===== config.mk =====
export PLATFORM = sky130hd
export DESIGN_NAME = swlf_div
export DESIGN_NICKNAME = d
export VERILOG_FILES = /design/src/hw/rtl/swlf_pkg.sv /design/src/hw/rtl/swlf_div.sv
export SDC_FILE = /design/constraint.sdc
export NUM_CORES = 1
export LEC_CHECK = 0
export ABC_CLOCK_PERIOD_IN_PS = 7470
export CELL_PAD_IN_SITES_DETAIL_PLACEMENT = 0
export CELL_PAD_IN_SITES_GLOBAL_PLACEMENT = 1
export CORE_MARGIN = 8
export CORE_UTILIZATION = 47
export CTS_BUF_LIST = sky130_fd_sc_hd__clkbuf_4 sky130_fd_sc_hd__clkbuf_8
export CTS_CLUSTER_SIZE = 40
export DETAILED_ROUTE_END_ITERATION = 10
export DONT_BUFFER_PORTS = 1
export PLACE_DENSITY_LB_ADDON = 0.1
export RECOVER_POWER = 100
export SETUP_SLACK_MARGIN = 0.05
export SYNTH_ARGS = -nofsm -noshare
export SYNTH_HDL_FRONTEND = slang
export SYNTH_SLANG_ARGS = --single-unit

===== constraint.sdc =====
create_clock -name clock -period 7.47 [get_ports clock]
set_input_delay 0.3735 -clock clock [delete_from_list [all_inputs] [get_ports clock]]
set_output_delay 0.3735 -clock clock [all_outputs]
set_load 0.01 [all_outputs]

===== src/hw/rtl/swlf_pkg.sv =====
package swlf_pkg;

   // window geometry (WINDOW must be a power of two: divides by WINDOW are shifts)
   localparam int WINDOW = 16;
   localparam int IDX_W  = $clog2(WINDOW);
   localparam int CNT_W  = IDX_W + 1;

   // field widths
   localparam int DT_W   = 16;
   localparam int SMP_W  = 16;
   localparam int TIME_W = 20;
   localparam int OUT_W  = 48;
   localparam int MAR_W  = 47;
   localparam int FRAC_W = 16;

   // shared multiplier
   localparam int MUL_W  = 26;
   localparam int PROD_W = 2 * MUL_W;

   // running sums
   localparam int T0_W = 2 * TIME_W + IDX_W;
   localparam int T1_W = TIME_W + IDX_W;
   localparam int T2_W = TIME_W + SMP_W + IDX_W + 1;
   localparam int T3_W = SMP_W + IDX_W;

   // split points for the wide products
   localparam int T0_LO_W = 22;
   localparam int T2_LO_W = 21;
   localparam int K_LO_W  = 24;

   // fit terms
   localparam int DEN_W  = T0_W + IDX_W + 1;
   localparam int NK_W   = 48;
   localparam int NB_W   = 66;
   localparam int DIVN_W = NB_W + FRAC_W;
   localparam int DIVC_W = $clog2(DIVN_W);
   localparam int R_W    = 70;
   localparam int ACC_W  = R_W + IDX_W;

   // sequencer
   typedef enum logic [6:0] {
      ST_IDLE = 7'b0000001,
      ST_ACC  = 7'b0000010,
      ST_PREP = 7'b0000100,
      ST_DIVK = 7'b0001000,
      ST_DIVB = 7'b0010000,
      ST_RES  = 7'b0100000,
      ST_DONE = 7'b1000000
   } state_type;

   // divider handshake
   typedef struct packed {
      logic              start;
      logic [DIVN_W-1:0] dividend;
      logic [DEN_W-1:0]  divisor;
   } div_req_type;

   typedef struct packed {
      logic              done;
      logic [DIVN_W-1:0] quotient;
   } div_rsp_type;

endpackage


===== src/hw/rtl/swlf_div.sv =====
module swlf_div import swlf_pkg::*; (
   input  logic        clock,
   input  logic        reset,
   input  div_req_type div_req,
   output div_rsp_type div_rsp
);

   logic              busy_ff,  busy_in;
   logic              done_ff,  done_in;
   logic [DIVC_W-1:0] cnt_ff,   cnt_in;
   logic [DIVN_W-1:0] quo_ff,   quo_in;
   logic [DEN_W-1:0]  rem_ff,   rem_in;
   logic [DEN_W-1:0]  dsr_ff,   dsr_in;

   logic [DEN_W:0]    rem_sh;
   logic [DEN_W:0]    diff;

   // one restoring step: shift in next dividend bit, try subtract
   assign rem_sh = {rem_ff, quo_ff[DIVN_W-1]};
   assign diff   = rem_sh - {1'b0, dsr_ff};

   always_comb begin
      busy_in = busy_ff;
      done_in = 1'b0;
      cnt_in  = cnt_ff;
      quo_in  = quo_ff;
      rem_in  = rem_ff;
      dsr_in  = dsr_ff;
      if (div_req.start) begin
         busy_in = 1'b1;
         cnt_in  = '0;
         quo_in  = div_req.dividend;
         rem_in  = '0;
         dsr_in  = div_req.divisor;
      end else if (busy_ff) begin
         if (!diff[DEN_W]) begin
            rem_in = diff[DEN_W-1:0];
            quo_in = {quo_ff[DIVN_W-2:0], 1'b1};
         end else begin
            rem_in = rem_sh[DEN_W-1:0];
            quo_in = {quo_ff[DIVN_W-2:0], 1'b0};
         end
         cnt_in = cnt_ff + 1'b1;
         if (cnt_ff == DIVC_W'(DIVN_W - 1)) begin
            busy_in = 1'b0;
            done_in = 1'b1;
         end
      end
   end

   always_ff @(posedge clock) begin
      if (reset) begin
         busy_ff <= 1'b0;
         done_ff <= 1'b0;
         cnt_ff  <= '0;
      end else begin
         busy_ff <= busy_in;
         done_ff <= done_in;
         cnt_ff  <= cnt_in;
      end
      quo_ff <= quo_in;
      rem_ff <= rem_in;
      dsr_ff <= dsr_in;
   end

   assign div_rsp.done     = done_ff;
   assign div_rsp.quotient = quo_ff;

endmodule


==> results by group, run 1 <==
Synthesis
  – Post-synth EDFFs: 131
  – Flops & latches, synth: 189
  – Ys flop type: edfxtp_1
  – Most frequent cells after synthesis: 131 x edfxtp_1, 121 x nand2_1, 83 x nor2_1
  – Syn_nets: 1226
  – Ys Warns: 0
  – Library cells used by synthesis: 61
  – Synthesized area per cell: 10.2 um2
  – Synth top area share: 37.1%
  – Sequential share of the synthesized area: 48.0%
  – Most common cell in the synthesized netlist: edfxtp_1
  – Cell taking the most area after synthesis: edfxtp_1
  – Area contributors post-synth: edfxtp_1 37%, dfxtp_1 11%, mux2_2 8.6%, ha_1 6.0%, nand2_1 4.3%
  – Synthesized area: 10600 um2
  – Async SR Flop Fraction: 0%
  – Post-Synthesis Cells: 1040

Die
  – Die ar.: 27600 um2
  – Vert. Die Dim: 166 um
  – # IOs: 217
  – Initial cell density of the core: 47.4%
  – Core area: 22400 um2
  – Overall die width: 166 um
  – Row count: 55

Setup path
  – Critical path type: reg -> reg
  – Required time worst endpoint: 7840 ps
  – Worst endpoint data arrival time: 5690 ps
  – Startpoint types: flip-flop
  – FF-to-FF path depth: 12
  – Crit-path max FO: 47
  – Critical path capture point type: flip-flop

GRT
  – GRT Total Usage: 19.6%
  – Initial antenna violation count: 1
  – Pin count of the biggest net entering global routing: 138
  – Total gr overflow: 0
  – Global-route wire length before repair: 44200 um
  – Vias in the first global route: 7919

Cells and area
  – Filler instances: 2061
  – Ant diodes: 0
  – Fin area: 11700 um2
  – Layout Nets: 1247
  – Final cell count without fillers: 1359
  – Register Area: 5090 um2
  – Multi-input gate area: 5020 um2
  – P&R area growth vs syn: 10.3%
  – Layout cells sized above 1: 11.5%
  – Final core occ: 52.3%

Power and ir drop
  – Peak VDD IR: 0.145 mV
  – Leakage power: 4.40 nW
  – Pwr dens: 230 nW/um2

Place
  – Placed cells: 1273
  – HPWL Detailed: 19100 um
  – Port bufs: 0
  – Routability cong.: 0.827
  – Placed inst area: 10800 um2

Detailed routing
  – DRC marker count from the first detailed-route iteration: 437
  – Routed vias: 7845
  – Routed WL per cell: 20.5 um
  – Remaining DRCs: 0
  – Remaining antenna violation count: 0
  – Post-Route WL: 27900 um
  – Via density: 5.77
  – DRT Pass-1 Iters: 5

Timing
  – Worst-Margin Slew: 4090 ps
  – Max Clock Skew: 33.8 ps
  – Worst slew margin: -173%
  – Period utilization: 71.3%
  – Hold Vio Cnt, Final: 0
  – Setup TNS: 0 ps
  – Hold slack final: 68.3 ps
  – Unrepaired setup endpoints after global routing: false
  – Pins Over Slew Limit: 318
  – Final setup vio count: 0
  – Maximum clock rate: 188 MHz
  – Final worst path period need: 5320 ps

Hold path
  – Hold path cells: 0
  – Hold Path Class: in -> reg

Clock tree
  – Clock sink count: 189
  – Clock Latency Late Sink: 490 ps
  – Root buffer cell: clkbuf_8
  – Reg clk slew, reported paths: 130 ps
  – CTS tree: yes
  – Clock buffer count from CTS: 17
  – Post-CTS Resized: 0
  – Postcts setup bufs: 0
  – Number of buffers inserted by hold repair at cts: 53
  – Clk buf depth: 2
  – H-tree levels: 4

Run
  – Max-cap violations: 5

Run status
  – Failing checks: max-capacitance violations, max-slew violations
  – Outcome: finished with violations
[routing by layer]
layer / vias to the layer above / track usage, % / part of all wire, %
met3: 15 / 6.89 / 7.0
met4: 2 / 3.49 / 0.58
met1: 3739 / 25.4 / 47
met2: 207 / 31.5 / 46
met5: - / 0 / 0.036
li1: 3882 / - / -
[power by group]
part	leakage (nW)	total, mW	internal [mW]	switching [mW]
Sequential	1.78	1.33	1.24	0.0938
Combinational	2.40	0.635	0.260	0.375
Clock	0.211	0.721	0.262	0.459
Total	4.40	2.69	1.76	0.928
[cell type report]
type,instances,share of cell area [%]
clock buffers,17,2.00
clock inverters,15,1.65
inverters,65,2.09
multi-input cells,730,42.9
flip-flops and latches,189,43.6
well taps,285,3.05
repair buffers,58,4.73
[registers in the layout, summed over array words and instances (netlist names)]
| register | count |
|---|---|
| quo_ff | 82 |
| dsr_ff | 49 |
| rem_ff | 49 |
| cnt_ff | 7 |
| busy_ff | 1 |
| done_ff | 1 |
[worst max-delay path, cell delays in order (launching register included)]
cell and delay (ps):
edfxtp_1 470, inv_1 70, ha_1 230, nor2b_1 200, o2111ai_1 180, a2111oi_2 560, o211ai_1 190, a31oi_1 480
a31o_4 270, xor2_4 230, clkbuf_1 1650, nand4_1 350, a211oi_1 320
[cell families after synthesis]
| group | share of synthesized area [%] |
|---|---|
| buf+inv | 4.54 |
| fa+ha+maj | 6.21 |
| simple gates | 12.9 |
| xor+xnor | 3.95 |
| mux | 8.60 |
| flops | 48.0 |
| compound gates | 15.8 |
[metrics by stage]
step                      power (mW)  setup WS, ps
after floorplan                 1.82          4350
after global placement          1.96          3660
after detailed placement        1.96          3640
after CTS                       2.71          3600
after global routing            2.83          1720
final                           2.69          2150
[layout by cell type, fill, tap and decap left out, types with 14 or more instances in the layout]
cell,n
a311oi_1,34
o21ai_0,34
dfxtp_1,58
nor3_1,19
clkbuf_8,17
nand2_1,121
nand4_1,19
xnor2_1,32
xor2_1,14
inv_1,65
edfxtp_1,131
dlygate4sd3_1,53
ha_1,51
nor2_1,83
a21oi_1,81
mux2_2,81
[final timing paths]
check / slack [ps] / start / end
setup / recovery: 2150 / quo_ff[81] / rem_ff[44]
hold / removal: 70 / div_req[131] / dsr_ff[9]
setup reg to reg: 2150 / quo_ff[81] / rem_ff[44]
hold reg to reg: 480 / rem_ff[18] / rem_ff[19]
(Power assumes the default switching activity.)
==> inputs of run 2 (changes only) <==
--- a/config.mk
+++ b/config.mk
@@ -5,11 +5,11 @@
 export SDC_FILE = /design/constraint.sdc
 export NUM_CORES = 1
 export LEC_CHECK = 0
-export ABC_CLOCK_PERIOD_IN_PS = 7470
+export ABC_CLOCK_PERIOD_IN_PS = 4400
 export CELL_PAD_IN_SITES_DETAIL_PLACEMENT = 0
 export CELL_PAD_IN_SITES_GLOBAL_PLACEMENT = 1
 export CORE_MARGIN = 8
-export CORE_UTILIZATION = 47
+export CORE_UTILIZATION = 46
 export CTS_BUF_LIST = sky130_fd_sc_hd__clkbuf_4 sky130_fd_sc_hd__clkbuf_8
 export CTS_CLUSTER_SIZE = 40
 export DETAILED_ROUTE_END_ITERATION = 10
==> constraint.sdc (replaced) <==
create_clock -name clock -period 4.4 [get_ports clock]
set_input_delay 0.22 -clock clock [delete_from_list [all_inputs] [get_ports clock]]
set_output_delay 0.22 -clock clock [all_outputs]
set_load 0.01 [all_outputs]
==> results by group, run 2 (synthesis results as in run 1) <==
Power and ir drop
  – Leakage power: 4.76 nW (+8.2%)
  – Pwr dens: 373 nW/um2 (+62%)
  – Peak VDD IR: 0.191 mV (+32%)
  – Pwr Total: 4.68 mW (+74%)

Detailed routing
  – Remaining DRCs: 0 (unchanged)
  – DRT Pass-1 Iters: 7 (+2)
  – Post-Route WL: 29500 um (+5.5%)
  – Routed WL per cell: 20.4 um (-0.49%)
  – Routed vias: 8307 (+5.9%)
  – Remaining antenna violation count: 0 (unchanged)
  – DRC marker count from the first detailed-route iteration: 491 (+12%)
  – Via density: 5.76 (-0.14%)

Run status
  – Failing checks: max-capacitance violations, max-slew violations
  – Outcome: finished with violations

Cells and area
  – Final cell count without fillers: 1441 (+6.0%)
  – Layout cells sized above 1: 10.9% (-0.65 points)
  – Final core occ: 55.5% (+3.2 points)
  – Fin area: 12600 um2 (+7.4%)
  – Top Registers: quo_ff: 82 flops, dsr_ff: 49 flops, rem_ff: 49 flops
  – Commonest non-fill, non-tap cells in the layout: 134 x dlygate4sd3_1, 131 x edfxtp_1, 120 x nand2_1, 83 x nor2_1, 81 x a21oi_1
  – Layout Nets: 1329 (+6.6%)
  – Biggest register: quo_ff
  – Largest register FFs: 82 (unchanged)
  – Commonest non-fill, non-tap cell in the layout: dlygate4sd3_1
  – P&R area growth vs syn: 18.4%
  – Ant diodes: 0 (unchanged)

GRT
  – Global-route wire length before repair: 47000 um (+6.4%)
  – Total gr overflow: 0 (unchanged)
  – Vias in the first global route: 8491 (+7.2%)
  – Pin count of the biggest net entering global routing: 174 (+26%)
  – Initial antenna violation count: 0 (-1)
  – GRT Total Usage: 20.8% (+1.2 points)

Place
  – Routability cong.: 0.848 (+2.6%)
  – Port bufs: 0 (unchanged)
  – Placed inst area: 10800 um2 (+0.19%)
  – HPWL Detailed: 19500 um (+2.2%)
  – Placed cells: 1274 (+0.079%)

Timing
  – Period utilization: 87.1% (+16 points)
  – Unrepaired setup endpoints after global routing: false
  – Maximum clock rate: 261 MHz (+39%)
  – Pins Over Slew Limit: 350 (+10%)
  – Max Clock Skew: 25.7 ps (-8.07 ps)
  – Setup TNS: 0 ps (unchanged)
  – Worst slew margin: -176% (-3.6 points)
  – Worst-Margin Slew: 4150 ps (+54.6 ps)
  – Hold Vio Cnt, Final: 0 (unchanged)
  – Final worst path period need: 3830 ps (-1490 ps)
  – Final setup vio count: 0 (unchanged)

Die
  – Vert. Die Dim: 168 um (+0.97%)
  – Row count: 55 (unchanged)
  – Core area: 22600 um2 (+1.2%)
  – Die ar.: 28200 um2 (+2.0%)
  – Overall die width: 168 um (+0.97%)
  – # IOs: 217 (unchanged)
  – Initial cell density of the core: 46.8% (-0.58 points)

Clock tree
  – Clock buffer count from CTS: 17 (unchanged)
  – Clk buf depth: 2 (unchanged)
  – H-tree levels: 4 (unchanged)
  – Postcts setup bufs: 0 (unchanged)
  – Clock sink count: 189 (unchanged)
  – Reg clk slew, reported paths: 120 ps (about the same)
  – Clock Latency Late Sink: 490 ps (about the same)
  – CTS tree: yes
  – Root buffer cell: clkbuf_8

Setup path
  – Startpoint types: flip-flop
  – Critical path type: reg -> reg
  – Worst endpoint data arrival time: 4030 ps (-1660 ps)
  – Required time worst endpoint: 4600 ps (-3240 ps)
  – Critical path capture point type: flip-flop
  – Crit-path max FO: 3 (-94%)
  – FF-to-FF path depth: 12 (unchanged)
  – Reg2reg setup slack: 570 ps (-1580 ps)

Run
  – Max-cap violations: 3 (-2)

Hold path
  – Hold Path Class: in -> reg
  – Hold path cells: 3 (+3)
-- run 2: cell types whose count changed in the layout (fill, tap and decap cells not counted), moves of 3 or more --
cell / delta
clkinv_4: -3
clkbuf_2: +3
dlygate4sd3_1: +81
mux2_2: -6
mux2_1: +6
clkbuf_1: -3
-- run 2: through the flow --
stage	setup slack, ps	hold WS, ps
after detailed placement	807	287
after global routing	220	59.2
final	568	58.2
after CTS	742	40.3
after global placement	919	292
after floorplan	1280	292
-- run 2: area by class of cell --
type / instances / area, um2
clock buffer: 17 / 234
fill: 1940 / 10100
multi-input combinational: 730 / 5040
clock inverter: 15 / 194
timing repair buffer: 140 / 1390
sequential: 189 / 5090
tap: 285 / 357
inverter: 65 / 244
-- run 2: metal layers --
metal	global-route usage, %	vias up	wire length [um]
li1	-	4040	-
met1	26.8	3961	13000
met2	33.0	279	13700
met3	6.50	27	2270
met4	6.13	0	470
met5	0	-	0
-- run 2: timing repair --
action	4_1_cts	5_1_grt
hold buffers	135	0
endpoints found under the setup margin	0	0
endpoints found under the hold margin	233	0
gates resized for setup	0	0
-- run 2: critical path, cell delays in order, from the launching register on --
cell and delay (ps):
edfxtp_1 490, inv_1 70, ha_1 230, fa_1 420
nor2b_1 180, o2111ai_1 190, a2111oi_0 580, o21ai_0 280
a31oi_1 330, a21oi_1 200, o311a_1 330, o21ai_0 150
o22ai_1 100
-- run 2: path summary, 6_finish.rpt --
check,start,to
hold reg to reg,rem_ff[36],rem_ff[37]
setup reg to reg,quo_ff[81],rem_ff[42]
hold / removal,div_req[131],rem_ff[47]
setup / recovery,quo_ff[81],rem_ff[42]
-- run 2: where the power goes --
part | switching, mW | internal, mW
sequential | 0.161 | 2.10
clock | 0.785 | 0.444
combinational | 0.686 | 0.501
==> inputs of run 3 (changes only) <==
--- a/config.mk
+++ b/config.mk
@@ -5,12 +5,13 @@
 export SDC_FILE = /design/constraint.sdc
 export NUM_CORES = 1
 export LEC_CHECK = 0
+export ABC_AREA = 1
 export ABC_CLOCK_PERIOD_IN_PS = 4400
 export CELL_PAD_IN_SITES_DETAIL_PLACEMENT = 0
 export CELL_PAD_IN_SITES_GLOBAL_PLACEMENT = 1
 export CORE_MARGIN = 8
-export CORE_UTILIZATION = 46
-export CTS_BUF_LIST = sky130_fd_sc_hd__clkbuf_4 sky130_fd_sc_hd__clkbuf_8
+export CORE_UTILIZATION = 41
+export CTS_BUF_LIST = sky130_fd_sc_hd__clkbuf_16
 export CTS_CLUSTER_SIZE = 40
 export DETAILED_ROUTE_END_ITERATION = 10
 export DONT_BUFFER_PORTS = 1
==> results by group, run 3 <==
Run status
  – Outcome: finished with violations
  – Failing checks: max-capacitance violations, max-slew violations

Setup path
  – Worst endpoint data arrival time: 3300 ps (-730 ps)
  – Critical path capture point type: flip-flop
  – Required time worst endpoint: 4170 ps (-430 ps)
  – Startpoint types: flip-flop
  – Reg2reg start: busy_ff
  – Crit-path max FO: 83 (+80)
  – FF-to-FF path depth: 4 (-8)
  – Critical path type: reg -> reg
  – FF-to-FF End: quo_ff[31]
  – Reg2reg setup slack: 870 ps (+300 ps)

Cells and area
  – Commonest non-fill, non-tap cell in the layout: nand2_1
  – Top Registers: quo_ff: 82 flops, dsr_ff: 49 flops, rem_ff: 49 flops
  – Final core occ: 49.1% (-6.3 points)
  – Biggest register: quo_ff
  – Ant diodes: 0 (unchanged)
  – Layout cells sized above 1: 2.69% (-8.2 points)
  – Commonest non-fill, non-tap cells in the layout: 830 x nand2_1, 375 x inv_1, 138 x nand3_1, 131 x edfxtp_1, 131 x dlygate4sd3_1
  – Fin area: 14600 um2 (+16%)
  – Largest register FFs: 82 (unchanged)
  – Filler instances: 3104 (+60%)
  – P&R area growth vs syn: 18.2%
  – Layout Nets: 2144 (+61%)

Timing
  – Maximum clock rate: 283 MHz (+8.5%)
  – Hold Vio Cnt, Final: 0 (unchanged)
  – Final worst path period need: 3530 ps (-301 ps)
  – Pins Over Slew Limit: 253 (-28%)
  – Worst-Margin Slew: 2950 ps (-1200 ps)
  – Max Clock Skew: 19.1 ps (-6.66 ps)
  – Unrepaired setup endpoints after global routing: false
  – Final setup vio count: 0 (unchanged)
  – Worst slew margin: -96.4% (+80 points)
  – Period utilization: 80.2% (-6.8 points)
  – Setup TNS: 0 ps (unchanged)

Hold path
  – Hold path cells: 2 (-1)
  – Hold Path Class: in -> reg
  – Hold path startpoint: div_req[55]
  – Worst hold endpoint: quo_ff[6]

Clock tree
  – Number of buffers inserted by hold repair at cts: 132 (-2.2%)
  – Post-CTS Resized: 0 (unchanged)
  – Clock buffer count from CTS: 17 (unchanged)
  – Reg clk slew, reported paths: 80 ps (-40 ps)
  – H-tree levels: 4 (unchanged)
  – Postcts setup bufs: 0 (unchanged)
  – CTS tree: yes
  – Clock Latency Late Sink: 460 ps (-30 ps)
  – Clock sink count: 189 (unchanged)
  – Root buffer cell: clkbuf_16
  – Clk buf depth: 2 (unchanged)

GRT
  – Initial antenna violation count: 0 (unchanged)
  – Pin count of the biggest net entering global routing: 129 (-26%)
  – GRT Total Usage: 21.3% (+0.53 points)
  – Global-route wire length before repair: 60800 um (+29%)
  – Total gr overflow: 0 (unchanged)
  – Vias in the first global route: 11300 (+33%)

Synthesis
  – Synthesized area per cell: 6.69 um2 (-34%)
  – Ys Warns: 0 (unchanged)
  – Ys flop type: edfxtp_1
  – Cell taking the most area after synthesis: edfxtp_1
  – Async SR Flop Fraction: 0% (unchanged)
  – Post-Synthesis Cells: 1843 (+77%)
  – Synth top area share: 31.9% (-5.2 points)
  – Library cells used by synthesis: 32 (-48%)
  – Post-synth EDFFs: 131 (unchanged)
  – Syn_nets: 2029 (+65%)
  – Most common cell in the synthesized netlist: nand2_1
  – Synthesized area: 12300 um2 (+16%)
  – Sequential share of the synthesized area: 41.3% (-6.7 points)
  – Most frequent cells after synthesis: 828 x nand2_1, 374 x inv_1, 136 x nand3_1
  – Flops & latches, synth: 189 (unchanged)
  – Area contributors post-synth: edfxtp_1 32%, nand2_1 25%, inv_1 11%, dfxtp_1 9.4%, nand3_1 5.5%

Detailed routing
  – Via density: 4.67 (-19%)
  – Routed WL per cell: 16.0 um (-22%)
  – DRT Pass-1 Iters: 5 (-2)
  – Post-Route WL: 37800 um (+28%)
  – Remaining DRCs: 0 (unchanged)
  – DRC marker count from the first detailed-route iteration: 633 (+29%)
  – Routed vias: 11000 (+33%)
  – Remaining antenna violation count: 0 (unchanged)

Power and ir drop
  – Peak VDD IR: 0.295 mV (+55%)
  – Leakage power: 7.60 nW (+60%)
  – Pwr dens: 291 nW/um2 (-22%)

Die
  – Core area: 29600 um2 (+31%)
  – Overall die width: 189 um (+13%)
  – # IOs: 217 (unchanged)
  – Row count: 63 (+15%)
  – Vert. Die Dim: 189 um (+13%)
  – Die ar.: 35900 um2 (+27%)
  – Initial cell density of the core: 41.6% (-5.3 points)

Place
  – Port bufs: 0 (unchanged)
  – Placed inst area: 12700 um2 (+17%)
  – Routability cong.: 0.906 (+6.8%)
  – HPWL Detailed: 27900 um (+43%)

Run
  – Max-cap violations: 3 (unchanged)
-- run 3: cell count changes after synthesis, sizes merged, moves of 9 or more --
| cell | delta |
|---|---|
| nand2 | +711 |
| inv | +313 |
| nand3 | +128 |
| mux2 | -81 |
| a21oi | -47 |
| o21ai | -41 |
| a311oi | -34 |
| nor2 | +18 |
| a31oi | -12 |
| xnor2 | -12 |
| a21o | -10 |
| a211oi | -9 |
-- run 3: routing by layer --
| metal | share of wire [%] | global-route usage, % | vias to the layer above |
|---|---|---|---|
| li1 | - | - | 5775 |
| met1 | 45 | 26.3 | 4958 |
| met2 | 47 | 35.8 | 263 |
| met3 | 6.2 | 5.70 | 32 |
| met4 | 2.0 | 6.67 | 0 |
| met5 | 0 | 0 | - |
-- run 3: how the worst max path moves through the flow --
| stage | slack [ps] | cells past startpoint | start | to |
|---|---|---|---|---|
| floorplan | 1510 | 4 | busy_ff | quo_ff[0] |
| global placement | 1200 | 16 | dsr_ff[7] | rem_ff[42] |
| detailed placement | 1110 | 16 | dsr_ff[7] | rem_ff[39] |
| CTS | 1070 | 16 | dsr_ff[7] | rem_ff[28] |
| global route | 620 | 4 | busy_ff | quo_ff[17] |
| finish | 870 | 4 | busy_ff | quo_ff[31] |
-- run 3: final cells by class --
class | count | area [um2] | area share (%)
Clock buffer | 17 | 425 | 2.92
Clock inverter | 15 | 159 | 1.09
Inverter | 378 | 1420 | 9.75
Multi-Input combinational cell | 1234 | 5620 | 38.6
Sequential cell | 189 | 5090 | 35.0
Tap cell | 390 | 488 | 3.35
Timing Repair Buffer | 138 | 1350 | 9.29
-- run 3: worst max-delay path, stage by stage, from the launching register on --
cell	delay, ps
dfxtp_1	400
nor2_4	120
clkbuf_2	870
clkinvlp_2	260
clkbuf_2	1150
-- run 3: report_power, final --
group          internal [mW]  total (mW)  switching [mW]
Clock                  0.804        1.58           0.779
Sequential              2.05        2.18           0.124
Combinational          0.193       0.485           0.291
-- run 3: stage by stage --
step | hold WS [ps] | total power [mW] | setup WS [ps] | std cells
after floorplan | 319 | 2.46 | 1510 | 1843
after global placement | 319 | 2.57 | 1200 | 2197
after detailed placement | 319 | 2.57 | 1110 | 2197
after CTS | 0.0861 | 4.28 | 1070 | 2361
after global routing | 6.68 | 4.42 | 620 | 2361
final | 19.1 | 4.24 | 869 | 2361
-- run 3: logic make-up (layout without fill, tap and decap cells) --
logic type / count (synthesis) / in the layout / share of synthesized area (%)
AOI/OAI and AO/OA: 40 / 40 / 1.71
xor gates and xnor gates: 31 / 31 / 2.20
adders and majority gates: 52 / 52 / 5.34
buffers and inverters: 420 / 548 / 13.0
DFF: 189 / 189 / 41.3
and+or+nand+nor: 1111 / 1111 / 36.4
